`src/rtl/ffha_pkg.sv`:
```
// ffha_pkg: shared constants, status codes and sequencer states of the heap allocator
// no dependencies; imported by every other file of the block
`default_nettype none

package ffha_pkg;

	localparam int unsigned HEAP_BYTES_DEF = 4096;
	localparam int unsigned GRAN           = 8;
	localparam int unsigned GRAN_SH        = 3;

	localparam int unsigned REQ_W  = 13;
	localparam int unsigned OFF_W  = 12;
	localparam int unsigned STAT_W = 3;
	localparam int unsigned NEED_W = 11;

	localparam logic KIND_ALLOC = 1'b0;
	localparam logic KIND_FREE  = 1'b1;

	typedef enum logic [STAT_W-1:0] {
		STAT_OK          = 3'd0,
		STAT_NO_SPACE    = 3'd1,
		STAT_ZERO_SIZE   = 3'd2,
		STAT_OUT_OF_HEAP = 3'd3,
		STAT_DOUBLE_FREE = 3'd4,
		STAT_NOT_START   = 3'd5
	} status_t;

	typedef enum logic [2:0] {
		FSM_IDLE,
		FSM_WALK,
		FSM_SPLIT,
		FSM_MERGE,
		FSM_NEXT_ADDR,
		FSM_NEXT_CHK,
		FSM_RESP
	} fsm_t;

endpackage

`default_nettype wire

```
`src/rtl/ffha_if.sv`:
```
// ffha_req_if / ffha_rsp_if: valid-ready channels for request and result beats
// depends on ffha_pkg for field widths
`default_nettype none

interface ffha_req_if;
	import ffha_pkg::*;
	logic                 valid;
	logic                 ready;
	logic                 kind;
	logic [REQ_W-1:0]     request_bytes;
	logic [OFF_W-1:0]     payload_offset;
	modport source (output valid, kind, request_bytes, payload_offset, input ready);
	modport sink   (input valid, kind, request_bytes, payload_offset, output ready);
endinterface


`default_nettype wire

```
`src/rtl/ffha_seq.sv`:
```
// ffha_seq: chunk walk sequencer around one shared add/subtract unit
// drives the header store port; depends on ffha_pkg and ffha_req_if
`default_nettype none

module ffha_seq #(
	parameter int unsigned HEAP_BYTES = ffha_pkg::HEAP_BYTES_DEF
) (
	input  wire logic                                        clk,
	input  wire logic                                        arst_n,
	ffha_req_if.sink                                         req,
	output logic                                             res_valid,
	input  wire logic                                        res_ready,
	output ffha_pkg::status_t                                res_status,
	output logic      [ffha_pkg::OFF_W-1:0]                  res_offset,
	output logic                                             mem_wr,
	output logic                                             mem_rd,
	output logic      [$clog2(HEAP_BYTES/ffha_pkg::GRAN)-1:0] mem_addr,
	output logic      [$clog2(HEAP_BYTES/ffha_pkg::GRAN+1):0] mem_wdata,
	input  wire logic [$clog2(HEAP_BYTES/ffha_pkg::GRAN+1):0] mem_rdata,
	input  wire logic                                        mem_busy
);
	import ffha_pkg::*;

	localparam int unsigned SLOTS = HEAP_BYTES / GRAN;
	localparam int unsigned AW    = $clog2(SLOTS);
	localparam int unsigned SW    = $clog2(SLOTS + 1);
	localparam int unsigned CW    = ((SW > NEED_W) ? SW : NEED_W) + 1;
	localparam int unsigned HBW   = $clog2(HEAP_BYTES + 1);
	localparam int unsigned PW    = (HBW > OFF_W) ? HBW : OFF_W;

	fsm_t              state_q, state_d;
	logic              kind_q, kind_d;
	logic [NEED_W-1:0] need_q, need_d;
	logic [NEED_W-1:0] need1_q, need1_d;
	logic [CW-1:0]     r_q, r_d;
	logic [AW-1:0]     p_q, p_d;
	logic [CW-1:0]     acc_q, acc_d;
	logic [CW-1:0]     addr2_q, addr2_d;
	status_t           status_q, status_d;
	logic [OFF_W-1:0]  offset_q, offset_d;

	logic [CW-1:0]     add_a, add_b, add_sum;
	logic              add_sub;

	logic [CW-1:0]     cs;
	logic              fr;
	logic [CW-1:0]     p_ext;
	logic [NEED_W-1:0] need_base;
	logic [CW+2:0]     fit_off;
	logic              accept;

	// shared add/subtract unit
	assign add_sum = add_a + (add_sub ? ~add_b : add_b) + CW'(add_sub);

	assign cs        = CW'(mem_rdata[SW-1:0]);
	assign fr        = mem_rdata[SW];
	assign p_ext     = CW'(p_q);
	assign need_base = NEED_W'(req.request_bytes[REQ_W-1:GRAN_SH])
		+ NEED_W'(|req.request_bytes[GRAN_SH-1:0]);
	assign fit_off   = {p_ext, 3'b000} + (CW+3)'(GRAN);
	assign accept    = req.valid && req.ready;

	assign req.ready  = (state_q == FSM_IDLE) && !mem_busy;
	assign res_valid  = (state_q == FSM_RESP);
	assign res_status = status_q;
	assign res_offset = offset_q;

	always_ff @(posedge clk or negedge arst_n) begin
		if (!arst_n) begin
			state_q <= FSM_IDLE;
		end else begin
			state_q <= state_d;
		end
	end

	always_ff @(posedge clk) begin
		kind_q   <= kind_d;
		need_q   <= need_d;
		need1_q  <= need1_d;
		r_q      <= r_d;
		p_q      <= p_d;
		acc_q    <= acc_d;
		addr2_q  <= addr2_d;
		status_q <= status_d;
		offset_q <= offset_d;
	end

	always_comb begin
		state_d   = state_q;
		kind_d    = kind_q;
		need_d    = need_q;
		need1_d   = need1_q;
		r_d       = r_q;
		p_d       = p_q;
		acc_d     = acc_q;
		addr2_d   = addr2_q;
		status_d  = status_q;
		offset_d  = offset_q;
		add_a     = p_ext;
		add_b     = cs;
		add_sub   = 1'b0;
		mem_wr    = 1'b0;
		mem_rd    = 1'b0;
		mem_addr  = p_q;
		mem_wdata = '0;
		case (state_q)
			FSM_IDLE: begin
				add_a   = CW'(req.payload_offset[OFF_W-1:GRAN_SH]);
				add_b   = CW'(1);
				add_sub = 1'b1;
				if (accept) begin
					kind_d   = req.kind;
					need_d   = need_base + NEED_W'(1);
					need1_d  = need_base + NEED_W'(2);
					r_d      = add_sum;
					p_d      = '0;
					offset_d = '0;
					status_d = STAT_OK;
					if (req.kind == KIND_ALLOC) begin
						if (req.request_bytes == '0) begin
							status_d = STAT_ZERO_SIZE;
							state_d  = FSM_RESP;
						end else begin
							mem_rd   = 1'b1;
							mem_addr = '0;
							state_d  = FSM_WALK;
						end
					end else if (PW'(req.payload_offset) >= PW'(HEAP_BYTES)) begin
						status_d = STAT_OUT_OF_HEAP;
						state_d  = FSM_RESP;
					end else if (req.payload_offset[OFF_W-1:GRAN_SH] == '0
							|| req.payload_offset[GRAN_SH-1:0] != '0) begin
						status_d = STAT_NOT_START;
						state_d  = FSM_RESP;
					end else begin
						mem_rd   = 1'b1;
						mem_addr = '0;
						state_d  = FSM_WALK;
					end
				end
			end
			FSM_WALK: begin
				add_a = p_ext;
				add_b = cs;
				if (kind_q == KIND_ALLOC) begin
					if (cs == '0) begin
						add_b = CW'(need_q);
						if (p_q == '0 && CW'(need_q) <= CW'(SLOTS)) begin
							// unused heap: format it
							mem_wr    = 1'b1;
							mem_addr  = '0;
							mem_wdata = {1'b0, SW'(need_q)};
							addr2_d   = add_sum;
							acc_d     = CW'(SLOTS);
							offset_d  = OFF_W'(GRAN);
							state_d   = FSM_SPLIT;
						end else begin
							status_d = STAT_NO_SPACE;
							state_d  = FSM_RESP;
						end
					end else if (fr && cs > CW'(need_q)) begin
						add_b     = CW'(need_q);
						mem_wr    = 1'b1;
						mem_addr  = p_q;
						offset_d  = fit_off[OFF_W-1:0];
						if (cs == CW'(need1_q)) begin
							// eight-byte leftover stays with the chunk
							mem_wdata = {1'b0, SW'(cs)};
							state_d   = FSM_RESP;
						end else begin
							mem_wdata = {1'b0, SW'(need_q)};
							addr2_d   = add_sum;
							acc_d     = cs;
							state_d   = FSM_SPLIT;
						end
					end else if (add_sum < CW'(SLOTS)) begin
						p_d      = add_sum[AW-1:0];
						mem_rd   = 1'b1;
						mem_addr = add_sum[AW-1:0];
					end else begin
						status_d = STAT_NO_SPACE;
						state_d  = FSM_RESP;
					end
				end else begin
					if (cs == '0) begin
						status_d = STAT_NOT_START;
						state_d  = FSM_RESP;
					end else if (add_sum == r_q && fr) begin
						// free chunk just before: merge into it
						acc_d    = cs;
						mem_rd   = 1'b1;
						mem_addr = r_q[AW-1:0];
						state_d  = FSM_MERGE;
					end else if (p_ext == r_q) begin
						if (fr) begin
							status_d = STAT_DOUBLE_FREE;
							state_d  = FSM_RESP;
						end else begin
							acc_d   = cs;
							state_d = FSM_NEXT_ADDR;
						end
					end else if (add_sum < CW'(SLOTS)) begin
						p_d      = add_sum[AW-1:0];
						mem_rd   = 1'b1;
						mem_addr = add_sum[AW-1:0];
					end else begin
						status_d = STAT_NOT_START;
						state_d  = FSM_RESP;
					end
				end
			end
			FSM_SPLIT: begin
				add_a   = acc_q;
				add_b   = CW'(need_q);
				add_sub = 1'b1;
				if (addr2_q < CW'(SLOTS)) begin
					mem_wr    = 1'b1;
					mem_addr  = addr2_q[AW-1:0];
					mem_wdata = {1'b1, add_sum[SW-1:0]};
				end
				state_d = FSM_RESP;
			end
			FSM_MERGE: begin
				add_a   = acc_q;
				add_b   = cs;
				acc_d   = add_sum;
				state_d = FSM_NEXT_ADDR;
			end
			FSM_NEXT_ADDR: begin
				add_a = p_ext;
				add_b = acc_q;
				if (add_sum < CW'(SLOTS)) begin
					mem_rd   = 1'b1;
					mem_addr = add_sum[AW-1:0];
					state_d  = FSM_NEXT_CHK;
				end else begin
					mem_wr    = 1'b1;
					mem_addr  = p_q;
					mem_wdata = {1'b1, acc_q[SW-1:0]};
					state_d   = FSM_RESP;
				end
			end
			FSM_NEXT_CHK: begin
				add_a     = acc_q;
				add_b     = cs;
				mem_wr    = 1'b1;
				mem_addr  = p_q;
				mem_wdata = {1'b1, fr ? add_sum[SW-1:0] : acc_q[SW-1:0]};
				state_d   = FSM_RESP;
			end
			FSM_RESP: begin
				if (res_ready) begin
					state_d = FSM_IDLE;
				end
			end
			default: begin
				state_d = FSM_IDLE;
			end
		endcase
	end

	a_single_port: assert property (@(posedge clk) disable iff (!arst_n)
		!(mem_rd && mem_wr))
		else $error("header store read and write in one cycle");

	a_walk_has_data: assert property (@(posedge clk) disable iff (!arst_n)
		(state_q == FSM_WALK) |-> $past(mem_rd))
		else $error("walk step without header read");

	a_accept_leaves_idle: assert property (@(posedge clk) disable iff (!arst_n)
		accept |=> (state_q != FSM_IDLE))
		else $error("accepted beat not taken up");

endmodule

`default_nettype wire

```
`src/flat_wrapper.sv`:
```
// flat-port wrapper written by rule: the top's interface ports become plain ports
module ffha_seq_flat import ffha_pkg::*;
#(
	parameter int unsigned HEAP_BYTES = ffha_pkg::HEAP_BYTES_DEF
)
  (clk, arst_n, res_valid, res_ready, res_status, res_offset, mem_wr, mem_rd, mem_addr, mem_wdata, mem_rdata, mem_busy, req_valid, req_kind, req_request_bytes, req_payload_offset, req_ready);
  ffha_req_if req_i ();
  input  wire logic clk;
  input  wire logic arst_n;
  output logic res_valid;
  input  wire logic res_ready;
  output ffha_pkg::status_t res_status;
  output logic      [ffha_pkg::OFF_W-1:0] res_offset;
  output logic mem_wr;
  output logic mem_rd;
  output logic      [$clog2(HEAP_BYTES/ffha_pkg::GRAN)-1:0] mem_addr;
  output logic      [$clog2(HEAP_BYTES/ffha_pkg::GRAN+1):0] mem_wdata;
  input  wire logic [$clog2(HEAP_BYTES/ffha_pkg::GRAN+1):0] mem_rdata;
  input  wire logic mem_busy;
  input wire logic [$bits(req_i.valid)-1:0] req_valid;
  input wire logic [$bits(req_i.kind)-1:0] req_kind;
  input wire logic [$bits(req_i.request_bytes)-1:0] req_request_bytes;
  input wire logic [$bits(req_i.payload_offset)-1:0] req_payload_offset;
  output wire logic [$bits(req_i.ready)-1:0] req_ready;
  assign req_i.valid = req_valid;
  assign req_i.kind = req_kind;
  assign req_i.request_bytes = req_request_bytes;
  assign req_i.payload_offset = req_payload_offset;
  assign req_ready = req_i.ready;
  ffha_seq #(.HEAP_BYTES(HEAP_BYTES)) u_core (.clk(clk), .arst_n(arst_n), .req(req_i), .res_valid(res_valid), .res_ready(res_ready), .res_status(res_status), .res_offset(res_offset), .mem_wr(mem_wr), .mem_rd(mem_rd), .mem_addr(mem_addr), .mem_wdata(mem_wdata), .mem_rdata(mem_rdata), .mem_busy(mem_busy));
endmodule
```
`config.mk`:
```
export PLATFORM = sky130hd
export DESIGN_NAME = ffha_seq_flat
export DESIGN_NICKNAME = d
export VERILOG_FILES = /design/src/rtl/ffha_pkg.sv /design/src/rtl/ffha_if.sv /design/src/rtl/ffha_seq.sv /design/src/flat_wrapper.sv
export SDC_FILE = /design/constraint.sdc
export NUM_CORES = 1
export LEC_CHECK = 0
export BUFFER_PORTS_ARGS = -buffer_cell sky130_fd_sc_hd__buf_2
export CAP_MARGIN = 20
export CELL_PAD_IN_SITES_DETAIL_PLACEMENT = 1
export CELL_PAD_IN_SITES_GLOBAL_PLACEMENT = 2
export CORE_MARGIN = 2
export CORE_UTILIZATION = 37
export CTS_CLUSTER_DIAMETER = 50
export DETAILED_ROUTE_END_ITERATION = 6
export PLACE_DENSITY_LB_ADDON = 0.1
export SYNTH_ARGS = -nofsm -noshare
export SYNTH_HDL_FRONTEND = slang
export SYNTH_SLANG_ARGS = --single-unit
```
`constraint.sdc`:
```
create_clock -name clk -period 8.05 [get_ports clk]
set_input_delay 0.4025 -clock clk [delete_from_list [all_inputs] [get_ports clk]]
set_output_delay 0.4025 -clock clk [all_outputs]
set_load 0.02 [all_outputs]
```
==> flow_summary.toml <==
[floorplan]
start_util_pct = 37.4
core-area_sq_mm = 0.0201
dieHeight_um = 147
num_io_pins = 81
dieWidth_um = 147
rows = 52
die_area_sq_mm = 0.0215

[placement]
routabilityCongestion = 0.958
numPortBuffers = 77
placed_area_sq_mm = 0.00822
dp.cells = 1182
dpl.hpwl_um = 24600

[drt]
drc = 0
dr.pass1.iters = 6
routedWlPerCell_um = 27.3
postRouteAntennaNets = 0
vias = 7561
wl_um = 32800
drt-vias-per-instance = 6.31
drt_iter0_markers = 797

[yosys]
synth-main-ff-cell = "edfxtp_1"
synth_edf_count = 80
synth_fa_ha_area_share_pct = 4.72
synth_seq_cells = 83
synthArstFlopShare_pct = 3.61
synthCells = 864
synth_xor_area_share_pct = 8.80
ys_types = 78
synth_seq_area_share_pct = 32.9
synth-simple-area-share_pct = 18.8
synth_top_family_by_area = "compound AO/OA/AOI/OAI gates"
synth_compound_area_share_pct = 24.5
yosysWarnings = 0
avgSynthCellArea_sq_um = 8.71
syn_area_sq_mm = 0.00752
synthMuxAreaShare_pct = 5.04

[power]
power_frac_seq_pct = 15.8
power.share.switching_pct = 54.6
p_per_area_mw_per_mm2 = 489
p_leak_nw = 3.34
clockPowerShare_pct = 10.8
combPwrFrac_pct = 73.4
power_switching_mw = 2.28
vdd_drop_max_mv = 0.209
p_int_mw = 1.89

[grt]
grt_antenna_before_repair = 0
grt_pass1_vias = 7608
grtUsageTotal_pct = 30.3
grt_first_pass_wirelength_um = 48800
grt-ovfl-total = 0
grt_max_degree = 43

[clocking]
clk_path_buf_depth = 2
cts_tree = "built"
cts_buffers = 9
cts.clk_slew.worst_paths_ps = 70
cts_num_sinks = 83
cts_max_level = 3
insertion_delay_ps = 360
cts_setup_buffers = 0
ctsRootBufferMaster = "clkbuf_16"

[setup_path]
r2r_start = "u_core.need_q[6]$_DFFE_PP_"
path_depth = 24
criticalPathCategory = "reg2out"
critPathLaunch = "u_core.need_q[6]$_DFFE_PP_"
crit_family = "compound AO/OA/AOI/OAI gates"
worstPathCellList = "inv_1 > ha_1 > nand4_1 > or3_4 > a31oi_1 > nand2_1 > nand2_2 > o21ai_0 > a21oi_2 > a21oi_1 > o21ai_0 > ha_1 > a21o_1 > or4_1 > o2111ai_1 > o211ai_1 > buf_4 > nor4_1 > o21ai_2 > o21a_1 > nand2b_1 > a222oi_1 > o21ai_0 > buf_2"
r2r-end = "u_core.acc_q[8]$_DFFE_PP_"
worst_setup_path_end_kind = "output port"
crit_buf_inv = 3
crit_top_cell = "o21ai_0"
cp_slowest_cell = "or4_1"
cp.arrival_ps = 7130
worstRegToRegCells = 25
rrSetupSlack_ps = 1330
cp-endpoint = "mem_addr[2]"
cp_max_fo = 11
slowest_delay_ps = 470
start_kind = "flip-flop"
cp.required_ps = 7650

[sta]
finalHoldViolCount = 0
slew_viol_final = 0
layout_min_cycle_time_ps = 7530
worstMarginPinSlew_ps = 1260
fin_crit_sh_pct = 93.5
fin_setup_tns_ps = 0
rsz0062_at_grt = "false"
max_freq_mhz = 133
holdWs_ps = 316
fin_skew_ps = 12.0
slew_headroom_pct = 15.5
setup_viol = 0

[finish]
fin_area_sq_mm = 0.00854
antenna_cells = 0
area_growth_pct = 13.5
nets = 993
layout-drive-gt1-share_pct = 16.4
final_cells = 1199
final_common_cell = "nor2_1"
mostFrequentLayoutCells = "96 x nor2_1, 80 x edfxtp_1, 77 x buf_2"
fillers = 2396

[outcome]
status = "finished, final reports clean"

[hold_path]
hold_path_class = "in2reg"
min_from = "req_kind"

[flow_run]
maxCapViolCount = 0
synth_stat cells (5+ instances only):
master | n | share of area (%)
nor2b_1 | 6 | 0.50
o22ai_1 | 9 | 0.75
a211oi_1 | 14 | 1.4
o21ai_0 | 50 | 3.3
a222oi_1 | 5 | 0.67
and2_1 | 7 | 0.58
or3_1 | 7 | 0.58
edfxtp_1 | 80 | 32
mux2i_1 | 24 | 3.2
nand3_1 | 26 | 1.7
a31oi_1 | 6 | 0.50
o21a_1 | 8 | 0.80
nor2_1 | 96 | 4.8
nand2b_1 | 7 | 0.58
a21o_1 | 11 | 1.1
and3_1 | 11 | 0.91
xnor2_1 | 32 | 3.7
inv_1 | 37 | 1.8
a221o_1 | 18 | 2.4
a22oi_1 | 22 | 2.2
clkbuf_1 | 42 | 2.1
nor4_1 | 12 | 1.0
ha_1 | 26 | 4.3
o211ai_1 | 15 | 1.5
buf_2 | 6 | 0.40
mux2_2 | 11 | 1.6
nor3_1 | 16 | 1.1
nand2_1 | 62 | 3.1
a21oi_1 | 55 | 3.7
o21ai_1 | 5 | 0.33
xor2_1 | 33 | 3.8
nand4_1 | 13 | 1.1
sequential cells by signal (all words and copies together), names as in the netlist:
name	count
u_core.res_status	3
u_core.state_q	3
u_core.res_offset	9
u_core.acc_q	12
u_core.p_q	9
u_core.addr2_q	12
u_core.kind_q	1
u_core.need_q	11
u_core.r_q	12
u_core.need1_q	11
how the worst min path moves through the flow:
stage	to	slack [ps]	depth (start not counted)
after floorplan	u_core.state_q[0]$_DFFE_PN0P_	110	0
after global placement	u_core.state_q[0]$_DFFE_PN0P_	230	1
after detailed placement	u_core.state_q[0]$_DFFE_PN0P_	220	1
after CTS	u_core.kind_q$_DFFE_PP_	320	1
after global routing	u_core.kind_q$_DFFE_PP_	300	1
final	u_core.kind_q$_DFFE_PP_	320	1
cell type report:
type                    count  area, sq um  share of cell area (%)
multi-input cells         688         4690                    54.9
flip-flops and latches     83         2480                    29.0
repair buffers            104          591                    6.92
well taps                 270          338                    3.96
clock buffers              11          243                    2.84
inverters                  38          143                    1.67
clock inverters             5         60.1                   0.703
metrics by stage:
stage | total power, mW | setup slack (ps) | utilization (%)
after floorplan | 2.51 | 1680 | -
after global placement | 3.60 | 680 | 40.8
after detailed placement | 3.64 | 474 | 40.9
after CTS | 4.10 | 119 | 42.4
after global routing | 4.37 | 60.0 | 42.5
final | 4.18 | 521 | 42.5
routing by layer:
| layer | global-route usage, % | up-vias | wire (um) |
|---|---|---|---|
| li1 | - | 3380 | - |
| met1 | 40.6 | 3803 | 14000 |
| met2 | 49.0 | 317 | 15200 |
| met3 | 5.28 | 61 | 2290 |
| met4 | 11.7 | 0 | 1260 |
| met5 | 0 | - | 0 |
cells by family (layout without fill, tap and decap cells):
kind of cell / count (synthesis) / in the layout
xor+xnor: 69 / 69
simple gates: 287 / 287
fa+ha+maj: 28 / 28
mux: 36 / 36
flops: 83 / 83
compound gates: 265 / 265
other cells: 1 / 3
buf+inv: 95 / 158
power by group through the flow:
stage,Clock [mW],Combinational [mW],Sequential (mW)
after floorplan,0,1.87,0.639
after global placement,0,2.94,0.665
after detailed placement,0,2.97,0.666
after CTS,0.454,2.99,0.656
after global routing,0.471,3.23,0.661
final,0.452,3.06,0.659
timing repair:
| item | CTS | global route |
|---|---|---|
| endpoints found under the setup margin | 0 | 16 |
| gates resized for setup | 0 | 5 |
| hold endpoints to repair | 3 | 0 |
| hold buffers | 1 | 0 |
No activity file was read; power rests on OpenSTA's default activity.
